$ cat config.mk
export PLATFORM = sky130hd
export DESIGN_NAME = stereo_hermite_resampler_core_flat
export DESIGN_NICKNAME = d
export VERILOG_FILES = /design/src/sv/shrc_pkg.sv /design/src/sv/shrc_stream_if.sv /design/src/sv/shrc_seq.sv /design/src/sv/shrc_dp.sv /design/src/sv/stereo_hermite_resampler_core.sv /design/src/flat_wrapper.sv
export SDC_FILE = /design/constraint.sdc
export NUM_CORES = 2
export LEC_CHECK = 0
export ABC_CLOCK_PERIOD_IN_PS = 9500
export BUFFER_PORTS_ARGS = -buffer_cell sky130_fd_sc_hd__buf_2
export CORE_AREA = 2 2 299 301
export CTS_CLUSTER_SIZE = 14
export DETAILED_ROUTE_END_ITERATION = 10
export DIE_AREA = 0 0 301 303
export PLACE_DENSITY = 0.63
export SKIP_LAST_GASP = 1
export SYNTH_ARGS = -nofsm -noshare
export SYNTH_HDL_FRONTEND = slang
export SYNTH_SLANG_ARGS = --single-unit
$ cat constraint.sdc
create_clock -name clk -period 9.5 [get_ports clk]
set_input_delay 0.95 -clock clk [delete_from_list [all_inputs] [get_ports clk]]
set_output_delay 0.95 -clock clk [all_outputs]
set_load 0.02 [all_outputs]
$ cat src/sv/shrc_pkg.sv
package shrc_pkg;

  // Fixed field widths
  localparam int SAMPLE_W = 16;
  localparam int STEP_W   = 18;
  localparam int DIFF_W   = SAMPLE_W + 1;

  localparam logic [STEP_W-1:0]          STEP_RESET = 18'd65536;
  localparam logic signed [SAMPLE_W-1:0] SAMPLE_MAX = 16'sh7FFF;
  localparam logic signed [SAMPLE_W-1:0] SAMPLE_MIN = 16'sh8000;

  // Cap on output frames per input frame
  localparam int OUT_CAP = 16;
  localparam int CNT_W   = 5;

  // Transaction payloads
  typedef struct packed {
    logic signed [SAMPLE_W-1:0] left_in;
    logic signed [SAMPLE_W-1:0] right_in;
  } shrc_in_t;

  typedef struct packed {
    logic signed [SAMPLE_W-1:0] left_out;
    logic signed [SAMPLE_W-1:0] right_out;
    logic                       last;
  } shrc_out_t;

  typedef struct packed {
    logic [STEP_W-1:0] step;
  } shrc_cfg_t;

  // Multiplier operand selection
  localparam logic [2:0] MS_UU  = 3'd0;  // u * u
  localparam logic [2:0] MS_M2U = 3'd1;  // mu2 * u
  localparam logic [2:0] MS_A0B = 3'd2;  // A0 * b
  localparam logic [2:0] MS_A3C = 3'd3;  // A3 * c
  localparam logic [2:0] MS_A1D = 3'd4;  // A1 * (c - a)
  localparam logic [2:0] MS_A2D = 3'd5;  // A2 * (d - b)

  // Use of the registered product
  localparam logic [2:0] PR_NONE = 3'd0;
  localparam logic [2:0] PR_MU2  = 3'd1;
  localparam logic [2:0] PR_MU3  = 3'd2;
  localparam logic [2:0] PR_SET2 = 3'd3;  // acc = 2 * prod
  localparam logic [2:0] PR_ADD2 = 3'd4;  // acc += 2 * prod
  localparam logic [2:0] PR_ADD1 = 3'd5;  // acc += prod

  // Sequencing
  localparam logic [1:0] SQ_NEXT   = 2'd0;
  localparam logic [1:0] SQ_ACCEPT = 2'd1;
  localparam logic [1:0] SQ_EMIT   = 2'd2;
  localparam logic [1:0] SQ_FINISH = 2'd3;

  localparam logic CH_LEFT  = 1'b0;
  localparam logic CH_RIGHT = 1'b1;

  // Microprogram addresses
  localparam int UA_W = 5;
  localparam logic [UA_W-1:0] ST_IDLE  = 5'd0;
  localparam logic [UA_W-1:0] ST_START = 5'd1;
  localparam logic [UA_W-1:0] ST_EMIT  = 5'd15;
  localparam logic [UA_W-1:0] ST_FIN   = 5'd16;

  typedef struct packed {
    logic [2:0] mul_sel;
    logic       ch;
    logic [2:0] pr_op;
    logic       coef_ld;
    logic       res_ld;
    logic [1:0] seq;
  } shrc_uc_t;

  typedef struct packed {
    shrc_uc_t uc;
    logic     accept;
    logic     emit;
    logic     finish;
  } shrc_ctrl_t;

  typedef struct packed {
    logic phase_le_one;
    logic last;
  } shrc_stat_t;

  // Control store
  function automatic shrc_uc_t uc_rom(input logic [UA_W-1:0] addr);
    shrc_uc_t w;
    w = '{mul_sel: MS_UU, ch: CH_LEFT, pr_op: PR_NONE, coef_ld: 1'b0,
          res_ld: 1'b0, seq: SQ_NEXT};
    unique case (addr)
      5'd0:  w.seq = SQ_ACCEPT;
      5'd1:  w.mul_sel = MS_UU;
      5'd2:  w.pr_op = PR_MU2;
      5'd3:  w.mul_sel = MS_M2U;
      5'd4:  w.pr_op = PR_MU3;
      5'd5:  w.coef_ld = 1'b1;
      5'd6:  w.mul_sel = MS_A0B;
      5'd7:  begin
        w.pr_op = PR_SET2; w.mul_sel = MS_A3C;
      end
      5'd8:  begin
        w.pr_op = PR_ADD2; w.mul_sel = MS_A1D;
      end
      5'd9:  begin
        w.pr_op = PR_ADD1; w.mul_sel = MS_A2D;
      end
      5'd10: begin
        w.pr_op = PR_ADD1; w.mul_sel = MS_A0B; w.ch = CH_RIGHT;
      end
      5'd11: begin
        w.pr_op = PR_SET2; w.res_ld = 1'b1; w.mul_sel = MS_A3C; w.ch = CH_RIGHT;
      end
      5'd12: begin
        w.pr_op = PR_ADD2; w.mul_sel = MS_A1D; w.ch = CH_RIGHT;
      end
      5'd13: begin
        w.pr_op = PR_ADD1; w.mul_sel = MS_A2D; w.ch = CH_RIGHT;
      end
      5'd14: w.pr_op = PR_ADD1;
      5'd15: w.seq = SQ_EMIT;
      5'd16: w.seq = SQ_FINISH;
      default: w.seq = SQ_FINISH;
    endcase
    return w;
  endfunction

endpackage

$ cat src/sv/shrc_stream_if.sv
interface shrc_stream_if #(
  parameter type data_t = logic
);
  logic  valid;
  logic  ready;
  data_t data;

  modport source (output valid, output data, input ready);
  modport sink   (input valid, input data, output ready);
endinterface

$ cat src/sv/shrc_seq.sv
module shrc_seq (
  input  logic                 clk,
  input  logic                 rst_n,
  input  logic                 in_valid,
  output logic                 in_ready,
  input  logic                 out_ready,
  output logic                 out_valid,
  input  shrc_pkg::shrc_stat_t stat,
  output shrc_pkg::shrc_ctrl_t ctrl
);

  logic [shrc_pkg::UA_W-1:0] step_r, step_nxt;
  logic                      out_valid_r, out_valid_nxt;
  shrc_pkg::shrc_uc_t        uc;
  logic                      accept;
  logic                      out_load;

  // Decode current control word and handshakes
  always_comb begin
    uc       = shrc_pkg::uc_rom(step_r);
    in_ready = (uc.seq == shrc_pkg::SQ_ACCEPT);
    accept   = in_ready && in_valid;
    out_load = (uc.seq == shrc_pkg::SQ_EMIT) && (!out_valid_r || out_ready);
  end

  // Step counter with conditional jumps
  always_comb begin
    step_nxt = step_r;
    unique case (uc.seq)
      shrc_pkg::SQ_NEXT:   step_nxt = step_r + 1'b1;
      shrc_pkg::SQ_ACCEPT: begin
        if (accept) begin
          step_nxt = stat.phase_le_one ? shrc_pkg::ST_START : shrc_pkg::ST_FIN;
        end
      end
      shrc_pkg::SQ_EMIT: begin
        if (out_load) begin
          step_nxt = stat.last ? shrc_pkg::ST_FIN : shrc_pkg::ST_START;
        end
      end
      shrc_pkg::SQ_FINISH: step_nxt = shrc_pkg::ST_IDLE;
      default:             step_nxt = shrc_pkg::ST_IDLE;
    endcase
  end

  // Output register valid flag
  always_comb begin
    out_valid_nxt = out_valid_r;
    if (out_load) begin
      out_valid_nxt = 1'b1;
    end else if (out_ready) begin
      out_valid_nxt = 1'b0;
    end
  end

  always_ff @(posedge clk) begin
    if (!rst_n) begin
      step_r      <= shrc_pkg::ST_IDLE;
      out_valid_r <= 1'b0;
    end else begin
      step_r      <= step_nxt;
      out_valid_r <= out_valid_nxt;
    end
  end

  assign out_valid   = out_valid_r;
  assign ctrl.uc     = uc;
  assign ctrl.accept = accept;
  assign ctrl.emit   = out_load;
  assign ctrl.finish = (uc.seq == shrc_pkg::SQ_FINISH);

endmodule

$ cat src/sv/shrc_dp.sv
module shrc_dp #(
  parameter int FRAC_BITS = 16
) (
  input  logic                          clk,
  input  logic                          rst_n,
  input  logic                          cfg_we,
  input  logic [shrc_pkg::STEP_W-1:0]   cfg_step,
  input  shrc_pkg::shrc_in_t            in_data,
  input  shrc_pkg::shrc_ctrl_t          ctrl,
  output shrc_pkg::shrc_stat_t          stat,
  output shrc_pkg::shrc_out_t           out_data
);

  localparam int PHW  = ((FRAC_BITS > shrc_pkg::STEP_W) ? FRAC_BITS : shrc_pkg::STEP_W) + 2;
  localparam int UW   = FRAC_BITS + 1;
  localparam int CW   = FRAC_BITS + 3;
  localparam int MA_W = CW;
  localparam int MB_W = (FRAC_BITS + 2 > shrc_pkg::DIFF_W) ? FRAC_BITS + 2 : shrc_pkg::DIFF_W;
  localparam int PW   = MA_W + MB_W;
  localparam int AW   = PW + 3;
  localparam int SW   = shrc_pkg::SAMPLE_W;
  localparam int DW   = shrc_pkg::DIFF_W;
  localparam logic [PHW-1:0] ONE = PHW'(1) << FRAC_BITS;
  localparam logic signed [AW-1:0] RES_MAX = AW'(shrc_pkg::SAMPLE_MAX);
  localparam logic signed [AW-1:0] RES_MIN = AW'(shrc_pkg::SAMPLE_MIN);

  // Configuration and sequencing state
  logic [shrc_pkg::STEP_W-1:0] step_r;
  logic [PHW-1:0]              phase_r;
  logic [shrc_pkg::CNT_W-1:0]  cnt_r;

  // History (entry 0 oldest) and its registered differences
  logic signed [SW-1:0] hl_r [4];
  logic signed [SW-1:0] hr_r [4];
  logic signed [DW-1:0] dca_l_r, ddb_l_r, dca_r_r, ddb_r_r;
  logic signed [SW-1:0] in_l_r, in_r_r;

  // Interpolation datapath
  logic [UW-1:0]        mu2_r, mu3_r;
  logic signed [CW-1:0] a0_r, a1_r, a2_r, a3_r;
  logic signed [PW-1:0] prod_r;
  logic signed [AW-1:0] acc_r, acc_nxt;
  logic signed [SW-1:0] left_res_r;
  shrc_pkg::shrc_out_t  out_r;

  logic [UW-1:0]          u;
  logic signed [SW-1:0]   b_sel, c_sel;
  logic signed [DW-1:0]   dca_sel, ddb_sel;
  logic signed [MA_W-1:0] opa;
  logic signed [MB_W-1:0] opb;
  logic signed [CW-1:0]   m2s, m3s, us, s_c;
  logic signed [AW-1:0]   prod_ext, q;
  logic signed [SW-1:0]   res_now;
  logic [PHW-1:0]         phase_sum;
  logic                   last_c;

  assign u = phase_r[UW-1:0];

  // Channel operand select
  always_comb begin
    if (ctrl.uc.ch == shrc_pkg::CH_RIGHT) begin
      b_sel = hr_r[1]; c_sel = hr_r[2]; dca_sel = dca_r_r; ddb_sel = ddb_r_r;
    end else begin
      b_sel = hl_r[1]; c_sel = hl_r[2]; dca_sel = dca_l_r; ddb_sel = ddb_l_r;
    end
  end

  // Shared multiplier operands
  always_comb begin
    case (ctrl.uc.mul_sel)
      shrc_pkg::MS_UU: begin
        opa = MA_W'(u); opb = MB_W'(u);
      end
      shrc_pkg::MS_M2U: begin
        opa = MA_W'(mu2_r); opb = MB_W'(u);
      end
      shrc_pkg::MS_A0B: begin
        opa = a0_r; opb = MB_W'(b_sel);
      end
      shrc_pkg::MS_A3C: begin
        opa = a3_r; opb = MB_W'(c_sel);
      end
      shrc_pkg::MS_A1D: begin
        opa = a1_r; opb = MB_W'(dca_sel);
      end
      shrc_pkg::MS_A2D: begin
        opa = a2_r; opb = MB_W'(ddb_sel);
      end
      default: begin
        opa = '0; opb = '0;
      end
    endcase
  end

  // Signed mu, mu^2, mu^3 and scale S for the Hermite basis weights
  always_comb begin
    m2s = CW'(mu2_r);
    m3s = CW'(mu3_r);
    us  = CW'(u);
    s_c = CW'(1) << FRAC_BITS;
  end

  // Accumulator update
  assign prod_ext = AW'(prod_r);
  always_comb begin
    case (ctrl.uc.pr_op)
      shrc_pkg::PR_SET2: acc_nxt = prod_ext <<< 1;
      shrc_pkg::PR_ADD2: acc_nxt = acc_r + (prod_ext <<< 1);
      shrc_pkg::PR_ADD1: acc_nxt = acc_r + prod_ext;
      default:           acc_nxt = acc_r;
    endcase
  end

  // Divide by 2S toward zero, then clamp
  always_comb begin
    q = acc_r >>> (FRAC_BITS + 1);
    if (acc_r[AW-1] && (|acc_r[FRAC_BITS:0])) begin
      q = q + AW'(1);
    end
    if (q > RES_MAX) begin
      res_now = shrc_pkg::SAMPLE_MAX;
    end else if (q < RES_MIN) begin
      res_now = shrc_pkg::SAMPLE_MIN;
    end else begin
      res_now = q[SW-1:0];
    end
  end

  // Next phase and end-of-burst flag
  always_comb begin
    phase_sum = phase_r + PHW'(step_r);
    last_c    = (phase_sum > ONE) ||
                (cnt_r == shrc_pkg::CNT_W'(shrc_pkg::OUT_CAP - 1));
  end

  assign stat.phase_le_one = (phase_r <= ONE);
  assign stat.last         = last_c;

  // Control state
  always_ff @(posedge clk) begin
    if (!rst_n) begin
      step_r  <= shrc_pkg::STEP_RESET;
      phase_r <= ONE;
      cnt_r   <= '0;
      for (int i = 0; i < 4; i++) begin
        hl_r[i] <= '0;
        hr_r[i] <= '0;
      end
      dca_l_r <= '0;
      ddb_l_r <= '0;
      dca_r_r <= '0;
      ddb_r_r <= '0;
    end else begin
      if (cfg_we) begin
        step_r <= cfg_step;
      end
      if (ctrl.accept) begin
        cnt_r <= '0;
      end else if (ctrl.emit) begin
        cnt_r <= cnt_r + 1'b1;
      end
      if (ctrl.emit) begin
        phase_r <= phase_sum;
      end else if (ctrl.finish) begin
        phase_r <= (phase_r > ONE) ? (phase_r - ONE) : '0;
      end
      // Shift the new frame in once the bursts are done
      if (ctrl.finish) begin
        hl_r[0] <= hl_r[1];
        hl_r[1] <= hl_r[2];
        hl_r[2] <= hl_r[3];
        hl_r[3] <= in_l_r;
        hr_r[0] <= hr_r[1];
        hr_r[1] <= hr_r[2];
        hr_r[2] <= hr_r[3];
        hr_r[3] <= in_r_r;
        dca_l_r <= DW'(hl_r[3]) - DW'(hl_r[1]);
        ddb_l_r <= DW'(in_l_r) - DW'(hl_r[2]);
        dca_r_r <= DW'(hr_r[3]) - DW'(hr_r[1]);
        ddb_r_r <= DW'(in_r_r) - DW'(hr_r[2]);
      end
    end
  end

  // Payload registers
  always_ff @(posedge clk) begin
    prod_r <= opa * opb;
    acc_r  <= acc_nxt;
    if (ctrl.accept) begin
      in_l_r <= in_data.left_in;
      in_r_r <= in_data.right_in;
    end
    if (ctrl.uc.pr_op == shrc_pkg::PR_MU2) begin
      mu2_r <= prod_r[FRAC_BITS +: UW];
    end
    if (ctrl.uc.pr_op == shrc_pkg::PR_MU3) begin
      mu3_r <= prod_r[FRAC_BITS +: UW];
    end
    if (ctrl.uc.coef_ld) begin
      a0_r <= (m3s <<< 1) - (m2s <<< 1) - m2s + s_c;
      a1_r <= m3s - (m2s <<< 1) + us;
      a2_r <= m3s - m2s;
      a3_r <= (m2s <<< 1) + m2s - (m3s <<< 1);
    end
    if (ctrl.uc.res_ld) begin
      left_res_r <= res_now;
    end
    if (ctrl.emit) begin
      out_r.left_out  <= left_res_r;
      out_r.right_out <= res_now;
      out_r.last      <= last_c;
    end
  end

  assign out_data = out_r;

endmodule

$ cat src/sv/stereo_hermite_resampler_core.sv
// Channel   Dir  Payload                         Transaction
// in_if     in   left_in, right_in (s16)         valid & ready
// out_if    out  left_out, right_out (s16), last valid & ready
// cfg_if    in   step (u18, FRAC_BITS frac)      valid & ready (ready tied high)
//
// Per input frame: an accept step, one control-store pass from its start step
// to its emit step per output frame (n = 0..16 outputs), and a finish step;
// the one shared multiplier, stepped by the control store, sets the output slot.
// Reset (rst_n low, synchronous): step = 1.0, phase = 1.0, history zero, idle.
// A held output frame stalls the sequencer only at its emit step; the next
// input can be taken while the last output still waits.
module stereo_hermite_resampler_core #(
  parameter int FRAC_BITS = 16
) (
  input  logic          clk,
  input  logic          rst_n,
  shrc_stream_if.sink   in_if,
  shrc_stream_if.source out_if,
  shrc_stream_if.sink   cfg_if
);

  shrc_pkg::shrc_ctrl_t ctrl;
  shrc_pkg::shrc_stat_t stat;
  shrc_pkg::shrc_cfg_t  cfg_data;

  assign cfg_if.ready = 1'b1;
  assign cfg_data     = cfg_if.data;

  // Microprogram sequencer and handshakes
  shrc_seq u_seq (
    .clk       (clk),
    .rst_n     (rst_n),
    .in_valid  (in_if.valid),
    .in_ready  (in_if.ready),
    .out_ready (out_if.ready),
    .out_valid (out_if.valid),
    .stat      (stat),
    .ctrl      (ctrl)
  );

  // Interpolation datapath
  shrc_dp #(
    .FRAC_BITS (FRAC_BITS)
  ) u_dp (
    .clk      (clk),
    .rst_n    (rst_n),
    .cfg_we   (cfg_if.valid),
    .cfg_step (cfg_data.step),
    .in_data  (in_if.data),
    .ctrl     (ctrl),
    .stat     (stat),
    .out_data (out_if.data)
  );

endmodule

$ cat src/flat_wrapper.sv
// flat-port wrapper written by rule: the top's interface ports become plain ports
module stereo_hermite_resampler_core_flat 
#(
  parameter int FRAC_BITS = 16
)
  (clk, rst_n, in_if_valid, in_if_data, in_if_ready, out_if_valid, out_if_data, out_if_ready, cfg_if_valid, cfg_if_data, cfg_if_ready);
  shrc_stream_if #(.data_t(shrc_pkg::shrc_in_t)) in_if_i ();
  shrc_stream_if #(.data_t(shrc_pkg::shrc_out_t)) out_if_i ();
  shrc_stream_if #(.data_t(shrc_pkg::shrc_cfg_t)) cfg_if_i ();
  input  logic clk;
  input  logic rst_n;
  input wire logic [$bits(in_if_i.valid)-1:0] in_if_valid;
  input wire logic [$bits(in_if_i.data)-1:0] in_if_data;
  output wire logic [$bits(in_if_i.ready)-1:0] in_if_ready;
  output wire logic [$bits(out_if_i.valid)-1:0] out_if_valid;
  output wire logic [$bits(out_if_i.data)-1:0] out_if_data;
  input wire logic [$bits(out_if_i.ready)-1:0] out_if_ready;
  input wire logic [$bits(cfg_if_i.valid)-1:0] cfg_if_valid;
  input wire logic [$bits(cfg_if_i.data)-1:0] cfg_if_data;
  output wire logic [$bits(cfg_if_i.ready)-1:0] cfg_if_ready;
  assign in_if_i.valid = in_if_valid;
  assign in_if_i.data = in_if_data;
  assign in_if_ready = in_if_i.ready;
  assign out_if_valid = out_if_i.valid;
  assign out_if_data = out_if_i.data;
  assign out_if_i.ready = out_if_ready;
  assign cfg_if_i.valid = cfg_if_valid;
  assign cfg_if_i.data = cfg_if_data;
  assign cfg_if_ready = cfg_if_i.ready;
  stereo_hermite_resampler_core #(.FRAC_BITS(FRAC_BITS)) u_core (.clk(clk), .rst_n(rst_n), .in_if(in_if_i), .out_if(out_if_i), .cfg_if(cfg_if_i));
endmodule
### After elaboration in Yosys (flattened, before gate mapping)

Memories as Yosys holds them, arrays and structs flattened.
Cells that the tools add are included.

* reductions and logical operators: 23
* mux-type cells: 38
* add/sub/neg operators: 19
* magnitude comparators: 5
* equality and inequality tests: 31
* $mul: 1
* bitwise gates (word level): 9

Operator list (number)
* $mux 16: 12
* $pmux 40 s3: 1
* $pmux 19 s6: 1
* $pmux 18 s5: 1
* $sub 16x16->17: 4
* $mux 20: 3
* $eq 5x4->1 const B: 9
* $add 40x37->40: 1
* $add 40x38->40: 1
* $gt 20x17->1 const B: 2
* $gt 40x16->1 const B: 1
* $lt 40x16->1 const B: 1
* $mux 40: 1
* $mul 19x18->37: 1
* $mux 17: 2
* $pmux 3 s5: 2
* $add 23x2->24 const B: 1
* $add 20x18->20: 1
* $eq 5x3->1 const B: 4
* $le 20x17->1 const B: 1
* $mux 5: 4
* $pmux 5 s4: 1
* $sub 20x17->20 const B: 1
* $add 18x17->19: 1
* 34 further kinds: 69

* output and inout port bits: 36
* bits in writable memories: 128
* bits in registers: 385
* input bits: 55
* logic and storage cells: 151
* memories: 2

Memories
* u_core.u_dp.hl_r: words 4, bits a word 16, rd ports 3, clocked after Yosys merged registers in 0, wr ports 4, line shrc_dp.sv:33 `logic signed [SW-1:0] hl_r [4];`
* u_core.u_dp.hr_r: words 4, bits a word 16, rd ports 3, clocked after Yosys merged registers in 0, wr ports 4, line shrc_dp.sv:34 `logic signed [SW-1:0] hr_r [4];`

### Depth between registers and ports, before layout

* depth after elaboration: 8
* mapped depth: 37

### Hierarchy

From an unflattened synthesis, not the netlist that was laid out.

* cell total of the unflattened synthesis: 4609
* area total of the unflattened synthesis: 43401.6 um^2

Modules (own cells, without submodules)
* shrc_dp: cells each 4511, area an instance 42682.2 um^2, instances 1, sequential area each 12722.2 um^2
* shrc_seq: cells each 96, area an instance 708.2 um^2, instances 1, sequential area each 120.1 um^2
* stereo_hermite_resampler_core: cells each 2, area an instance 11.3 um^2, instances 1, sequential area each 0.0 um^2

### Worst setup path before layout

No wires, ideal clock.

* path type: register to register
* start point: register u_core.u_seq.step_r[0] (netlist name)
* end point: register u_core.u_dp.prod_r[36]
* clock period less this slack: 8445 ps
* data required time: 9428 ps
* arrival time: 8372 ps
* cell stages (with the launch flop): 33
* path slack: 1055 ps
* cell sequence: dfxtp_1 ha_1 clkbuf_1 and2_1 buf_2 a21oi_1 buf_2 mux2i_1 o21ai_0 a211oi_1 buf_2 nor2_1 fa_1 inv_1 fa_1 fa_1 inv_1 fa_1 fa_1 inv_1 fa_1 inv_1 ha_1 and4_1 and2_1 o21a_1 o31ai_1 a2bb2oi_1 a31oi_1 o41ai_1 nand4b_1 a31oi_1 xnor2_1

* longest elaborated chain between the ends: 7
* elaborated cells between the ends (all ways): 30
* those cells by class: mul: 1; eq/ne: 14; mux: 8; reduce/logical: 7

RTL lines
* from (decl): line shrc_seq.sv:12 `logic [shrc_pkg::UA_W-1:0] step_r, step_nxt;`
* from (signal assigned): line shrc_seq.sv:58 `step_r <= shrc_pkg::ST_IDLE;`
* from (signal assigned): line shrc_seq.sv:61 `step_r <= step_nxt;`
* $eq 5x4->1 / $eq 5x3->1 (equally long branches): line shrc_pkg.sv:90 `unique case (addr)`
* $reduce_or 2->1 (no source line)
* $pmux 3 s5: line shrc_pkg.sv:90
* $eq 3x1->1 / $logic_not 3->1 (equally long branches): line shrc_dp.sv:70 `case (ctrl.uc.mul_sel)`
* $reduce_or 2->1 (no source line)
* $pmux 18 s5: line shrc_dp.sv:70
* $mul 19x18->37 (*): line shrc_dp.sv:187 `prod_r <= opa * opb;`
* to (signal assigned): line shrc_dp.sv:187
* to (decl): line shrc_dp.sv:41 `logic signed [PW-1:0] prod_r;`

Every way passes the cells marked *; elsewhere a longest branch is shown, timed or not.
A chain may end at the register's enable or synchronous reset.

### Worst setup path in the final report

* start point: register u_core.u_seq.step_r[4] (netlist name)
* end point: register u_core.u_dp.prod_r[33]

Same word-level chain as after synthesis.

==> results.json <==
{
  "run_status": "finished, final reports clean",
  "grt_usage_pct": 27.61,
  "critPathSlowestCell": "sky130_fd_sc_hd__dfxtp_1",
  "grt_pass1_vias": 34167,
  "fillers": 8054,
  "crit_path_start_kind": "flop",
  "initial_antenna_violation_count": 3,
  "grt_overflow_total": 0,
  "p_per_area_nw_per_um2": 181.4,
  "detail-route-antenna-nets": 0,
  "critical_path_peak_fanout": 11,
  "placedCellCount": 5977,
  "timing.final.hold_violations": 0,
  "fin_skew_ns": 0.03729,
  "port_buffers": 89,
  "yosysMostFrequentCell": "sky130_fd_sc_hd__inv_1",
  "cp.arrival_ns": 9.60,
  "first_pass_grt_wire_length_um": 194800,
  "layout.nets": 5676,
  "synth_edf_count": 325,
  "fin_cells": 6101,
  "achievable-frequency_mhz": 110.5,
  "vdd_ir_drop_max_mv": 0.2039,
  "die_h_um": 303,
  "synth-seq-cells": 479,
  "clkSlewWorstSetupHoldPaths_ns": 0.06,
  "r2r_setup_slack_ns": 0.45,
  "final.min_clock_period_ns": 9.051,
  "post_drt_via_cell_ratio": 5.597,
  "post_route_drc_violation_count": 0,
  "layout.cell_area.non_filler_sq_um": 47890,
  "hp-class": "reg -> reg",
  "post_synth_instance_area_sq_um": 43530,
  "clock-root-buffer": "sky130_fd_sc_hd__clkbuf_16",
  "dp_hpwl_um": 96770,
  "critical_path_required_ns": 10.05,
  "worst_r2r_startpoint": "u_core.u_seq.step_r[4]",
  "vias": 34145,
  "pin_count": 91,
  "timing.max_slew.rel_slack_pct": 26.67,
  "drt_iter0_drc": 2321,
  "syn_to_final_growth_pct": 10.01,
  "pin_count_of_the_biggest_net_entering_global_routing": 89,
  "netlist_top_cells_count": "sky130_fd_sc_hd__inv_1, sky130_fd_sc_hd__nor2_1, sky130_fd_sc_hd__nand2_1",
  "hold_end": "u_core.u_dp.out_data[23]",
  "fin_hold_ws_ns": 0.4182,
  "min-delay-start": "u_core.u_dp.left_res_r[6]",
  "timing.final.crit_share_pct": 95.27,
  "netlist_instances": 4781,
  "cts.sink_count": 479,
  "detailedRoute.firstPassIterationCount": 5,
  "cts_htree_levels": 2,
  "initial_core_utilization_pct": 49.49,
  "critical-path-top-cell-by-count": "sky130_fd_sc_hd__fa_1",
  "mappedNetlistNets": 5572,
  "clock_latency_ns": 0.69,
  "synthDistinctLibCells": 88,
  "setup.worst_path.class": "reg -> reg",
  "post_route_cells_drive_above_1_share_pct": 7.315,
  "dpl-instance-area_sq_um": 45670,
  "ys_dominant_reg_cell": "sky130_fd_sc_hd__edfxtp_1",
  "maxCapViolCount": 0,
  "synth_area_per_cell_sq_um": 9.105,
  "floorplan.rows": 109,
  "report.power.total_mw": 8.688,
  "rr_endpoint": "u_core.u_dp.prod_r[33]",
  "yosys-top-cells-area": "sky130_fd_sc_hd__edfxtp_1, sky130_fd_sc_hd__fa_1, sky130_fd_sc_hd__ha_1",
  "cts_hold_repair.buffers": 0,
  "die_width_um": 301,
  "placeableCoreArea_sq_um": 87970,
  "drv_slew": 0,
  "wl_per_cell_um": 20.20,
  "drt_wl_total_um": 123200,
  "leakagePower_nw": 21.78,
  "min_delay_path_depth": 0,
  "finalSetupViolCount": 0,
  "synthesis.yosys.warnings": 0,
  "clock_tree_from_tritoncts": "yes",
  "async_flop_share_pct": 0,
  "yosys.area.top_type": "sky130_fd_sc_hd__edfxtp_1",
  "synth-seq-area-share_pct": 29.50,
  "critPathCaptureType": "flop",
  "gpl.final_weighted_congestion": 0.9551,
  "dieArea_sq_um": 91200,
  "r2r_cells": 30,
  "post_synth_top_area_share_pct": 22.42,
  "maximum_buffer_depth_of_the_clock_tree": 3,
  "worst_path_largest_cell_delay_ns": 0.73,
  "tightest_pin_transition_ns": 1.100,
  "cts-buffers-inserted": 59
}
power by group:
group	leakage [nW]	total, mW	internal [mW]	switching, mW
Combinational	16.5	3.27	1.26	2.01
Sequential	4.28	3.00	2.70	0.299
Clock	1.00	2.42	1.42	1.00
timing repair:
item                       4_1_cts  5_1_grt
buffers inserted                 0       11
hold endpoints to repair         0        0
setup endpoints to repair        0       11
gates resized for setup          0       15
flip-flops by register name, summed over array words and instances (netlist names), 18 cells and up:
register and flops:
u_core.u_dp.a1_r 19, u_core.u_dp.acc_r 40, u_core.u_dp.step_r 18, u_core.u_dp.phase_r 20, u_core.u_dp.prod_r 37, u_core.u_dp.a3_r 18
u_core.u_dp.hl_r 48, u_core.u_dp.out_data 33, u_core.u_dp.hr_r 48, u_core.u_dp.a2_r 18, u_core.u_dp.a0_r 19
per-stage QoR:
stage                     setup TNS [ns]  utilization, %  setup WS, ns
final                                  0           54.44        0.4490
after floorplan                        0               -         1.055
after global routing          -0.0001874           54.44    -0.0001874
after CTS                              0           54.24       0.06180
after detailed placement               0           51.92        0.2041
after global placement                 0           51.92        0.1569
worst max-delay path by stage:
stage | slack, ns | startpoint | to | cells past startpoint
2_1_floorplan | 1.06 | u_core.u_seq.step_r[0] | u_core.u_dp.prod_r[36] | 32
3_3_place_gp | 0.16 | u_core.u_seq.step_r[4] | u_core.u_dp.prod_r[35] | 33
3_5_place_dp | 0.20 | u_core.u_seq.step_r[4] | u_core.u_dp.prod_r[35] | 33
4_1_cts | 0.06 | u_core.u_seq.step_r[4] | u_core.u_dp.prod_r[35] | 33
5_1_grt | -0.0002 | u_core.u_seq.step_r[4] | u_core.u_dp.prod_r[35] | 31
6_report | 0.45 | u_core.u_seq.step_r[4] | u_core.u_dp.prod_r[33] | 30
cell families after synthesis:
logic type | after synthesis | share of synthesized area [%]
AND/OR/NAND/NOR | 1469 | 15.44
AO/OA/AOI/OAI | 941 | 13.93
buffers and inverters | 895 | 7.792
adder cells (fa/ha/maj) | 736 | 27.86
flip-flops | 479 | 29.50
XOR/XNOR | 192 | 3.863
multiplexers | 68 | 1.601
other | 1 | 0.008615
cells in the final DEF (no fill, tap or decap), drive strengths merged, types with 82 or more instances in the layout:
master	count
a21oi	263
inv	743
dfxtp	154
buf	199
xnor2	129
fa	389
nor2	493
nand2	445
o21ai	226
a21o	90
and3	100
edfxtp	325
ha	347
nor3	82
final cells by class:
type                       count  area (sq um)  share of cell area, %
multi-input combinational   3408         27450                  57.31
sequential                   479         12840                  26.82
inverter                     738          2773                  5.790
clock buffer                  72          1598                  3.336
tap                         1165          1458                  3.044
timing repair buffer         199          1321                  2.759
clock inverter                39         446.7                 0.9327
antenna                        1         2.502               0.005225
per-layer routing:
metal / part of all wire [%] / GRT usage, %
met2: 46 / 45.58
met3: 6.7 / 4.941
met4: 3.9 / 10.08
met5: 0.0065 / 0
met1: 43 / 36.43
critical path, delay by kind of cell (launching register included):
kind	cells	cell delay, ns
DFF	1	0.73
adders and majority gates	7	3.48
and+or+nand+nor	4	0.68
muxes	1	0.34
AOI/OAI and AO/OA	11	2.89
buffers and inverters	6	0.64
xor gates and xnor gates	1	0.13
Note: power is estimated with default switching activity, not from simulation.
